==> config.mk <==
export PLATFORM = sky130hd
export DESIGN_NAME = prt_window
export DESIGN_NICKNAME = d
export VERILOG_FILES = /design/src/rtl/prt_pkg.sv /design/src/rtl/prt_window.sv
export SDC_FILE = /design/constraint.sdc
export NUM_CORES = 1
export LEC_CHECK = 0
export ABC_AREA = 1
export BUFFER_PORTS_ARGS = -buffer_cell sky130_fd_sc_hd__buf_2
export CAP_MARGIN = 10
export CORE_MARGIN = 2
export CORE_UTILIZATION = 50
export DETAILED_ROUTE_END_ITERATION = 8
export GPL_TIMING_DRIVEN = 0
export PLACE_DENSITY = 0.68
export SYNTH_ARGS = -nofsm -noshare
export SYNTH_HDL_FRONTEND = slang
export SYNTH_SLANG_ARGS = --single-unit
export TNS_END_PERCENT = 50
==> constraint.sdc <==
create_clock -name clock -period 3.9 [get_ports clock]
set_clock_uncertainty 0.05 [all_clocks]
set_input_delay 0.195 -clock clock [delete_from_list [all_inputs] [get_ports clock]]
set_output_delay 0.195 -clock clock [all_outputs]
set_load 0.02 [all_outputs]
==> src/rtl/prt_pkg.sv <==
// Shared types, codes and defaults of the protection region table.
package prt_pkg;

   localparam int DEF_MAX_REGIONS = 32;

   // Request modes
   localparam logic [2:0] MODE_MAP    = 3'd0;
   localparam logic [2:0] MODE_SET    = 3'd1;
   localparam logic [2:0] MODE_UNMAP  = 3'd2;
   localparam logic [2:0] MODE_CHECK  = 3'd3;
   localparam logic [2:0] MODE_QUERY  = 3'd4;
   localparam logic [2:0] MODE_FIND   = 3'd5;

   // Result status codes
   localparam logic [2:0] ST_OK       = 3'd0;
   localparam logic [2:0] ST_BAD      = 3'd1;
   localparam logic [2:0] ST_OUTSIDE  = 3'd2;
   localparam logic [2:0] ST_CONFLICT = 3'd3;
   localparam logic [2:0] ST_DENIED   = 3'd4;
   localparam logic [2:0] ST_NOTFOUND = 3'd5;
   localparam logic [2:0] ST_FULL     = 3'd6;

   // Configuration register indexes
   localparam logic [1:0] CSR_BASE    = 2'd0;
   localparam logic [1:0] CSR_SIZE    = 2'd1;
   localparam logic [1:0] CSR_PAGED   = 2'd2;
   localparam logic [1:0] CSR_PGLOG   = 2'd3;

   localparam logic [4:0] PGLOG_RESET = 5'd12;

   // One table entry
   typedef struct packed {
      logic [63:0] start;
      logic [63:0] len;
      logic [4:0]  rights;
   } prt_entry_type;

   // Sequencer states
   typedef enum logic [13:0] {
      S_IDLE  = 14'b00000000000001,
      S_PREP  = 14'b00000000000010,
      S_WIN   = 14'b00000000000100,
      S_CHK   = 14'b00000000001000,
      S_RD    = 14'b00000000010000,
      S_EV1   = 14'b00000000100000,
      S_EV2   = 14'b00000001000000,
      S_PU    = 14'b00000010000000,
      S_NX    = 14'b00000100000000,
      S_ENDS  = 14'b00001000000000,
      S_FLUSH = 14'b00010000000000,
      S_FINAL = 14'b00100000000000,
      S_FWIN  = 14'b01000000000000,
      S_OUT   = 14'b10000000000000
   } prt_state_type;

endpackage

==> src/rtl/prt_window.sv <==
// Two-step check that a range lies inside the configured guest window.
module prt_window
   import prt_pkg::*;
(
   input  logic        clock,
   input  logic [63:0] base,
   input  logic [63:0] size,
   input  logic [63:0] addr,
   input  logic [63:0] len,
   output logic        in_win
);

   logic        below_ff;
   logic [63:0] off_ff;
   logic [63:0] sz_ff;
   logic [63:0] len_ff;
   logic [63:0] room;

   // Saturate the window at the top of the address space
   assign room = ~base;

   // Register offset and window size
   always_ff @(posedge clock) begin
      below_ff <= addr < base;
      off_ff   <= addr - base;
      sz_ff    <= (size > room) ? room : size;
      len_ff   <= len;
   end

   assign in_win = !below_ff && (off_ff < sz_ff) && (len_ff <= sz_ff - off_ff);

endmodule

==> results of run 1 <==
-- sequential cells by signal, summed over array words and instances, names as in the netlist --
register,count
below_ff,1
len_ff,64
off_ff,64
sz_ff,64
-- critical path: stages, from the launching register on --
cell	delay, ns
dfxtp_2	0.39
inv_1	0.09
ha_4	0.31
nand2_1	0.12
inv_1	0.10
nand2_1	0.23
nor3_2	0.58
nand2_2	0.14
nand2_4	0.11
nand2_2	0.05
nand2_2	0.11
nand2_2	0.09
nand4_1	0.10
nand2_1	0.08
ha_1	0.30
nand3_2	0.08
nor2_2	0.10
and3b_2	0.24
and3_4	0.29
nand3_4	0.11
a21oi_2	0.18
buf_6	0.13
-- logic make-up after synthesis --
kind of cell	Yosys count	share of synthesized area
AO/OA/AOI/OAI	440	0.1282
flip-flops	193	0.2114
AND/OR/NAND/NOR	1459	0.3381
adder cells (fa/ha/maj)	258	0.1774
buffers and inverters	494	0.1108
XOR/XNOR	71	0.03402
-- layout make-up --
cell class	instances	area [um^2]	share of cell area
Clock buffer	19	452.9	0.01894
Clock inverter	12	120.1	0.005022
Inverter	474	1782	0.07450
Multi-Input combinational cell	2228	14100	0.5896
Antenna cell	6	15.01	0.0006278
Buffer	20	246.5	0.01031
Tap cell	468	585.6	0.02448
Timing Repair Buffer	412	2739	0.1145
Sequential cell	193	3874	0.1620
-- per-layer routing --
layer / global-route usage / up-vias
met1: 0.4896 / 9904
met4: 0.1792 / 2
li1: - / 10220
met3: 0.04249 / 360
met5: 0 / -
met2: 0.6362 / 1244
-- cells in the final DEF (no fill, tap or decap), drive strengths merged --
master       synthesis  routed
clkinvlp             0       2
or2                  3       3
a211oi               2       2
and3                 3       3
o21bai              21      21
a21o                10      10
o211ai               3       3
xor2                34      34
clkinv               0       4
and2                 4       4
nor4                12      12
dlygate4sd3          0     113
a31oi                3       3
inv                474     480
ha                 256     256
fa                   2       2
o21ai              129     129
o21a                12      12
diode                0       6
dfxtp              193     193
nand3              172     172
and3b                1       1
nor2               349     349
nand2              844     844
nand3b              13      13
nand4               27      27
buf                 20     319
nor3                31      31
a21boi               5       5
a21oi              255     255
xnor2               37      37
clkbuf               0      19
-- power by group --
part / switching [uW] / internal, uW / leakage, uW
clock network: 841 / 877 / 0.000277
logic: 4330 / 2660 / 0.00999
registers: 147 / 2250 / 0.00163
total: 5320 / 5780 / 0.0119
-- repair_timing --
item | 4_1_cts | 5_1_grt
endpoints found under the hold margin | 113 | 0
gates resized for setup | 203 | 214
setup buffers | 19 | 23
pin swaps | 33 | 64
hold buffers | 113 | 0
setup endpoints to repair | 1 | 1
-- worst min-delay path by stage --
stage            start                 end  slack, ns  depth (start not counted)
4_1_cts        size[4]    sz_ff[4]$_DFF_P_      0.002                          3
6_report       size[4]    sz_ff[4]$_DFF_P_       0.01                          3
2_1_floorplan   len[0]   len_ff[0]$_DFF_P_       0.17                          0
5_1_grt        size[4]    sz_ff[4]$_DFF_P_      0.008                          3
3_5_place_dp   len[43]  len_ff[43]$_DFF_P_       0.25                          1
3_3_place_gp   len[47]  len_ff[47]$_DFF_P_       0.25                          1
-- cell usage after synthesis (4+ instances only) --
master	instances	area [um^2]
a21boi_0	5	37.54
a21o_1	10	75.07
a21oi_1	255	1276
and2_1	4	25.02
buf_12	5	100.1
buf_4	7	52.55
buf_6	7	78.83
dfxtp_1	193	3864
ha_1	256	3203
inv_1	473	1775
nand2_1	842	3161
nand3_1	122	610.6
nand3_2	50	500.5
nand3b_1	13	97.59
nand4_1	27	168.9
nor2_1	346	1299
nor3_1	29	145.1
nor4_1	12	75.07
o21a_1	12	90.09
o21ai_0	128	640.6
o21bai_1	21	157.7
xnor2_1	37	324.1
xor2_1	34	297.8
-- through the flow --
stage,instances,util
2_1_floorplan,2915,-
3_3_place_gp,3640,0.5557
3_5_place_dp,3640,0.5557
4_1_cts,3803,0.6299
5_1_grt,3832,0.6596
6_report,3832,0.6596
==> results.md, run 1 <==
- Yosys Warn Count: 0
- FMAX: 216.1 MHz
- Core area: 0.03626 mm^2
- Status: finished with violations
- Site row count: 70
- WL met3: 6563 um
- Ys async rst share: 0
- Failing checks: design-rule violations, negative setup slack
- Post-route cell area: 0.02392 mm^2
- Seq/Total Area, Yosys: 0.2114
- P per Cell Area: 464.1 mW/mm^2
- Post-Syn Area: 0.01828 mm^2
- DR vias/cell: 5.670
- Largest net degree at the start of global routing: 19
- Layout cells sized above 1: 0.2174
- Worst endpoint required time: 3.65 ns
- Endpoints failing hold: 0
- Total CTS buffers: 17
- Top FF cell, synth: dfxtp_1
- H-tree levels: 4
- Antenna violations before repair: 10
- MaxCap Viol Count: 0
- Area grow syn2layout: 30.85%
- Met1 WL: 32190 um
- Global-route wire length before repair: 110800 um
- Die width: 195.2 um
- Setup crit start: off_ff[9]$_DFF_P_
- Met2 WL post-DR: 34870 um
- Vias in the first global route: 20760
- Pre-CTS setup slack: -0.2709 ns
- Hold Slack: 0.01457 ns
- DRT Wirelength: 78460 um
- # fillers: 3083
- Tmin final: 4.626 ns
- Global Route Usage Sum: 0.3801
- Grt total ovfl: 0
- Post-DP HPWL: 60250 um
- Worst slew pin tran: 0.6532 ns
- Vias: 21730
- Hold/Removal Path Class: input pin to register
- Routed Antenna Nets: 0
- Critical Path AT: 4.38 ns
- Leakage: 0.01189 uW
- Post-route DRC: 5
- Setup repair after global routing missed its margin: yes
- Port Buf Inserts: 257
- Root buf cell: clkbuf_16
- Slew Limit Fails: 0
- Post-DP Area: 0.02015 mm^2
- Router iterations before antenna repair: 9
- Fin crit share: 1.186
- EDFF count, synth: 0
- Critical Path Sink Type: output port
- Worst setup path class: register to output port
- Startpoint types: register
- Library cells used by synthesis: 36
- Synthesized instance count: 2915
- IO Count: 258
- Max_slew headroom: 0.5621
- Final worst slack: -0.7265 ns
- Crit-path max FO: 4
- Syn Nets: 3430
- Fin nets: 3861
- Final setup viols: 1
- Die Y-Extent: 195.2 um
- Syn_area_per_cell: 6.270 um^2
- Reg clk slew, reported paths: 0.08 ns
- DR iter-0 viols: 2165
- Synth Register Bits: 193
- Setup tns final: -0.7265 ns
- Die area: 0.03810 mm^2
- Initial core utilization: 0.5040
- Final Total Pwr: 11100 uW
- Maximum clock path buffer count: 2
- Crit path to: in_win
- CTS tree: done
- CTS sink cnt: 193
- Global placer's final weighted congestion: 1.052
- Top Layer Used: met5
- WL/cell: 20.48 um
- Peak supply drop: 0.3047 mV
No activity file was read; power rests on OpenSTA's default activity.
==> run 2: changes to the inputs <==
--- a/config.mk
+++ b/config.mk
@@ -8,11 +8,11 @@
 export ABC_AREA = 1
 export BUFFER_PORTS_ARGS = -buffer_cell sky130_fd_sc_hd__buf_2
 export CAP_MARGIN = 10
-export CORE_MARGIN = 2
-export CORE_UTILIZATION = 50
+export CORE_MARGIN = 5
+export CORE_UTILIZATION = 39
 export DETAILED_ROUTE_END_ITERATION = 8
 export GPL_TIMING_DRIVEN = 0
-export PLACE_DENSITY = 0.68
+export PLACE_DENSITY = 0.55
 export SYNTH_ARGS = -nofsm -noshare
 export SYNTH_HDL_FRONTEND = slang
 export SYNTH_SLANG_ARGS = --single-unit
==> results.md, run 2 (synthesis results as in run 1) <==
- Die width: 226.5 um
- Global Route Usage Sum: 0.2933
- Endpoints failing hold: 0
- Hold Slack: 0.02870 ns
- Die Y-Extent: 226.5 um
- MaxCap Viol Count: 0
- Final setup viols: 1
- Fin crit share: 1.032
- Total CTS buffers: 17
- Status: finished with violations
- Crit-path max FO: 4
- DR vias/cell: 5.085
- Post-layout util: 0.5201
- Peak supply drop: 0.3770 mV
- Most frequent cells in the layout: 775 x nand2_1, 458 x inv_1, 300 x nor2_1, 256 x buf_2, 196 x a21oi_1
- DRT Wirelength: 77430 um
- IO Count: 258
- Failing checks: negative setup slack
- Grt total ovfl: 0
- Die area: 0.05129 mm^2
- Global placer's final weighted congestion: 0.9978
- Area grow syn2layout: 32.22%
- Maximum clock path buffer count: 2
- Global-route wire length before repair: 113900 um
- Hold/Removal Path Class: input pin to register
- CTS tree: done
- Port Buf Inserts: 257
- Gate power share: 0.621
- Hold worst-path end: off_ff[0]$_DFF_P_
- Hold wc startpoint: addr[0]
- Fin nets: 3880
- Site row count: 79
- Post-DP HPWL: 66230 um
- Routed Antenna Nets: 0
- Layout cells sized above 1: 0.2146
- Max_slew headroom: 0.6176
- Leakage: 0.01199 uW
- Hold Path Stages: 4
- Initial core utilization: 0.3934
- Worst setup path class: register to output port
- Antenna violations before repair: 9
- Top cell by count, worst path: nand2_1
- Commonest non-fill, non-tap cell in the layout: nand2_1
- Worst slew pin tran: 0.5677 ns
- Critical path's largest stage delay: 0.38 ns
- Post-route DRC: 0
- Final worst slack: -0.1233 ns
- Tmin final: 4.023 ns
- Reg power frac: 0.222
- CTS sink cnt: 193
- CP max stage cell: dfxtp_4
- Slew Limit Fails: 0
- Setup tns final: -0.1233 ns
- Critical path cell sequence: inv_1 > ha_4 > nand2_1 > inv_1 > nand2_1 > nor3_4 > nand2_2 > nand2_4 > nand2_1 > nand2_1 > nand2_1 > nand2_1 > xor2_2 > ha_1 > nand4_1 > and3b_2 > buf_4 > a21oi_2 > nand2_1 > a21oi_2 > buf_4
- DR iter-0 viols: 1113
- Vias: 20300
- Critical Path AT: 3.78 ns
- Int Pwr: 5712 uW
- Router iterations before antenna repair: 5
- Vias in the first global route: 20270
- Critical Path Sink Type: output port
- P_sw: 4995 uW
- P per Cell Area: 443.1 mW/mm^2
- WL/cell: 19.40 um
- Startpoint types: register
- Largest regs: len_ff: 64 flops, off_ff: 64 flops, sz_ff: 64 flops
- Core area: 0.04646 mm^2
- Setup repair after global routing missed its margin: yes
- H-tree levels: 4
- Top delay family on crit path: simple AND/OR/NAND/NOR gates
- FMAX: 248.6 MHz
- Net Sw Frac: 0.4665
- Root buf cell: clkbuf_16
- Worst endpoint required time: 3.65 ns
- Largest net degree at the start of global routing: 18
- Clock power frac: 0.157
- CP Buf/Inv Count: 4
- Reg clk slew, reported paths: 0.09 ns
-- run 2: cell count changes in the layout (fill, tap and decap cells not counted), sizes merged --
cell	change
buf	+7
diode	+1
dlygate4sd3	+12
clkinvlp	-1
clkbuf	+2
inv	+1
clkinv	-1
-- run 2: how the worst max path moves through the flow --
stage | from | to | slack, ns | cells after the start
after floorplan | sz_ff[0]$_DFF_P_ | in_win | 0.54 | 25
after global placement | sz_ff[0]$_DFF_P_ | in_win | -0.28 | 26
after detailed placement | off_ff[0]$_DFF_P_ | in_win | -0.31 | 25
after CTS | sz_ff[0]$_DFF_P_ | in_win | -0.16 | 24
after global routing | off_ff[40]$_DFF_P_ | in_win | -0.34 | 18
final | off_ff[11]$_DFF_P_ | in_win | -0.12 | 21
-- run 2: final cells by class --
class	count	area (um^2)
clock inverters	11	95.09
inverters	474	1779
clock buffers	21	460.4
multi-input cells	2228	14020
fillers	4742	22290
diodes	7	17.52
well taps	607	759.5
repair buffers	431	2915
flip-flops and latches	193	3875
plain buffers	20	246.5
-- run 2: timing repair --
| action | 4_1_cts | 5_1_grt |
|---|---|---|
| buffers inserted | 34 | 15 |
| gates resized for setup | 213 | 208 |
| hold buffers | 125 | 0 |
| endpoints found under the setup margin | 1 | 1 |
| pin swaps | 46 | 51 |
| endpoints found under the hold margin | 125 | 0 |
-- run 2: routing by layer --
metal	track usage	vias up	part of all wire
met1	0.3884	9402	0.45
met3	0.03716	122	0.047
li1	-	10240	-
met5	0	-	0.00017
met4	0.09781	2	0.037
met2	0.4958	531	0.47
-- run 2: power groups by stage --
stage          registers, uW  logic (uW)  clock network (uW)
6_report                2380        6650                1680
5_1_grt                 2400        7330                1800
4_1_cts                 2360        5970                1720
3_5_place_dp            2390        5250                   0
3_3_place_gp            2380        5180                   0
2_1_floorplan           2340        3570                   0
-- run 2: per-stage QoR --
step	std cells	worst slack (ns)	cell area, um^2	total power (uW)
final	3992	-0.1233	24160	10710
after global routing	3989	-0.3385	24160	11530
after CTS	3970	-0.1629	23190	10050
after detailed placement	3779	-0.3106	20320	7640
after global placement	3779	-0.2848	20320	7557
after floorplan	2915	0.5373	18280	5904
==> run 3: changes to the inputs <==
--- a/config.mk
+++ b/config.mk
@@ -12,7 +12,8 @@
 export CORE_UTILIZATION = 39
 export DETAILED_ROUTE_END_ITERATION = 8
 export GPL_TIMING_DRIVEN = 0
-export PLACE_DENSITY = 0.55
+export HOLD_SLACK_MARGIN = 0.06
+export PLACE_DENSITY_LB_ADDON = 0.1
 export SYNTH_ARGS = -nofsm -noshare
 export SYNTH_HDL_FRONTEND = slang
 export SYNTH_SLANG_ARGS = --single-unit
==> constraint.sdc (replaced) <==
create_clock -name clock -period 3.9 [get_ports clock]
set_clock_uncertainty 0.05 [all_clocks]
set_input_delay 0.195 -clock clock [delete_from_list [all_inputs] [get_ports clock]]
set_output_delay 0.195 -clock clock [all_outputs]
set_load 0.1 [all_outputs]
==> results.md, run 3 (synthesis results as in run 1) <==
- Status: finished with violations
- Failing checks: negative setup slack
- Layout cells sized above 1: 0.2221
- Root buf cell: clkbuf_16
- Port Buf Inserts: 257
- Reg clk slew, reported paths: 0.07 ns
- Largest regs: len_ff: 64 flops, off_ff: 64 flops, sz_ff: 64 flops
- Grt total ovfl: 0
- Die area: 0.05129 mm^2
- Site row count: 79
- Post-route cell area: 0.02496 mm^2
- MaxCap Viol Count: 0
- Startpoint types: register
- Post-DP Area: 0.02033 mm^2
- Initial core utilization: 0.3934
- Global Route Usage Sum: 0.2894
- DR vias/cell: 5.081
- Slew Limit Fails: 0
- Post-layout util: 0.5373
- H-tree levels: 4
- Post-DP HPWL: 65010 um
- Vias in the first global route: 20400
- DRT Wirelength: 76270 um
- Leakage: 0.01230 uW
- CP max stage cell: fa_2
- Die Y-Extent: 226.5 um
- Area grow syn2layout: 36.58%
- Worst endpoint required time: 3.65 ns
- Critical path's largest stage delay: 0.36 ns
- P per Cell Area: 443.8 mW/mm^2
- Commonest non-fill, non-tap cell in the layout: nand2_1
- Core area: 0.04646 mm^2
- Antenna violations before repair: 7
- Worst setup path class: register to output port
- Largest net degree at the start of global routing: 19
- Final Total Pwr: 11080 uW
- Fin crit share: 1.041
- CTS sink cnt: 193
- IO Count: 258
- Global-route wire length before repair: 112900 um
- Top cell by count, worst path: nand2_2
- Die width: 226.5 um
- Fin nets: 3928
- Crit-path max FO: 3
- FMAX: 246.3 MHz
- Maximum clock path buffer count: 2
- Final worst slack: -0.1594 ns
- Most frequent cells in the layout: 760 x nand2_1, 460 x inv_1, 280 x nor2_1, 256 x buf_2, 195 x a21oi_1
- Setup repair after global routing missed its margin: yes
- CTS tree: done
- Router iterations before antenna repair: 6
- Routed Antenna Nets: 0
- # fillers: 4724
- DR iter-0 viols: 1162
- Peak supply drop: 0.3876 mV
- Worst slew pin tran: 0.6082 ns
- Vias: 20500
- WL/cell: 18.90 um
- Max_slew headroom: 0.5903
- Critical Path Sink Type: output port
- Critical Path AT: 3.81 ns
- Total CTS buffers: 17
- Global placer's final weighted congestion: 1.017
- Post-route DRC: 0
- Hold/Removal Path Class: input pin to register
- CP Buf/Inv Count: 4
- Final setup viols: 1
- Top delay family on crit path: simple AND/OR/NAND/NOR gates
- Endpoints failing hold: 0
- Tmin final: 4.059 ns
-- run 3: changes by cell type in the layout (fill, tap and decap cells not counted), moves of 7 or more --
cell / change
nand2_1: -15
ha_2: -13
nand2_2: +17
nor2_1: -20
buf_4: -7
nor2_2: +20
ha_4: +14
dlygate4sd3_1: +55
-- run 3: cell type report --
type	count	area, um^2	area share
multi-input combinational	2228	14250	0.5709
buffer	20	246.5	0.009875
sequential	193	3876	0.1553
clock inverter	14	190.2	0.007619
timing repair buffer	479	3422	0.1371
tap	607	759.5	0.03043
clock buffer	18	429.2	0.01719
antenna	2	5.005	0.0002005
inverter	474	1782	0.07138
-- run 3: worst paths after layout --
kind | start | endpoint | slack (ns) | cells past startpoint
worst max-delay path | sz_ff[0]$_DFF_P_ | in_win | -0.16 | 26
worst min-delay path | base[61] | sz_ff[61]$_DFF_P_ | 0.10 | 4
-- run 3: layer usage --
| layer | GRT usage | vias to the layer above | share of wire |
|---|---|---|---|
| met1 | 0.3866 | 9360 | 0.46 |
| met4 | 0.1102 | 0 | 0.046 |
| met5 | 0 | - | 0 |
| li1 | - | 10360 | - |
| met2 | 0.4781 | 638 | 0.45 |
| met3 | 0.03690 | 147 | 0.049 |
-- run 3: through the flow --
stage,setup WS [ns],hold WS (ns),cells,setup TNS (ns)
final,-0.1594,0.1042,4035,-0.1594
after global routing,-0.3450,0.08024,4033,-0.3450
after CTS,-0.2140,0.06390,4015,-0.2140
after detailed placement,-0.6209,0.2486,3779,-0.6209
after global placement,-0.5707,0.2488,3779,-0.5707
after floorplan,0.02266,0.1727,2915,0
-- run 3: what timing repair did --
item | CTS | global route
hold endpoints to repair | 131 | 0
hold buffers | 180 | 0
pin swaps | 46 | 68
gates cloned | 0 | 0
gates resized for setup | 240 | 230
endpoints found under the setup margin | 1 | 1
buffers inserted | 24 | 18
-- run 3: where the power goes --
group          internal (uW)  switching (uW)  total (uW)  leakage, uW
registers               2250             137        2380      0.00163
logic                   2750            4090        6840       0.0104
clock network           1030             822        1850     0.000306
total                   6030            5050       11100       0.0123
-- run 3: tightest hold or removal path, stage by stage --
cell and delay, ns:
buf_2 0.09, inv_1 0.09, nand3_2 0.08, nand2_1 0.08
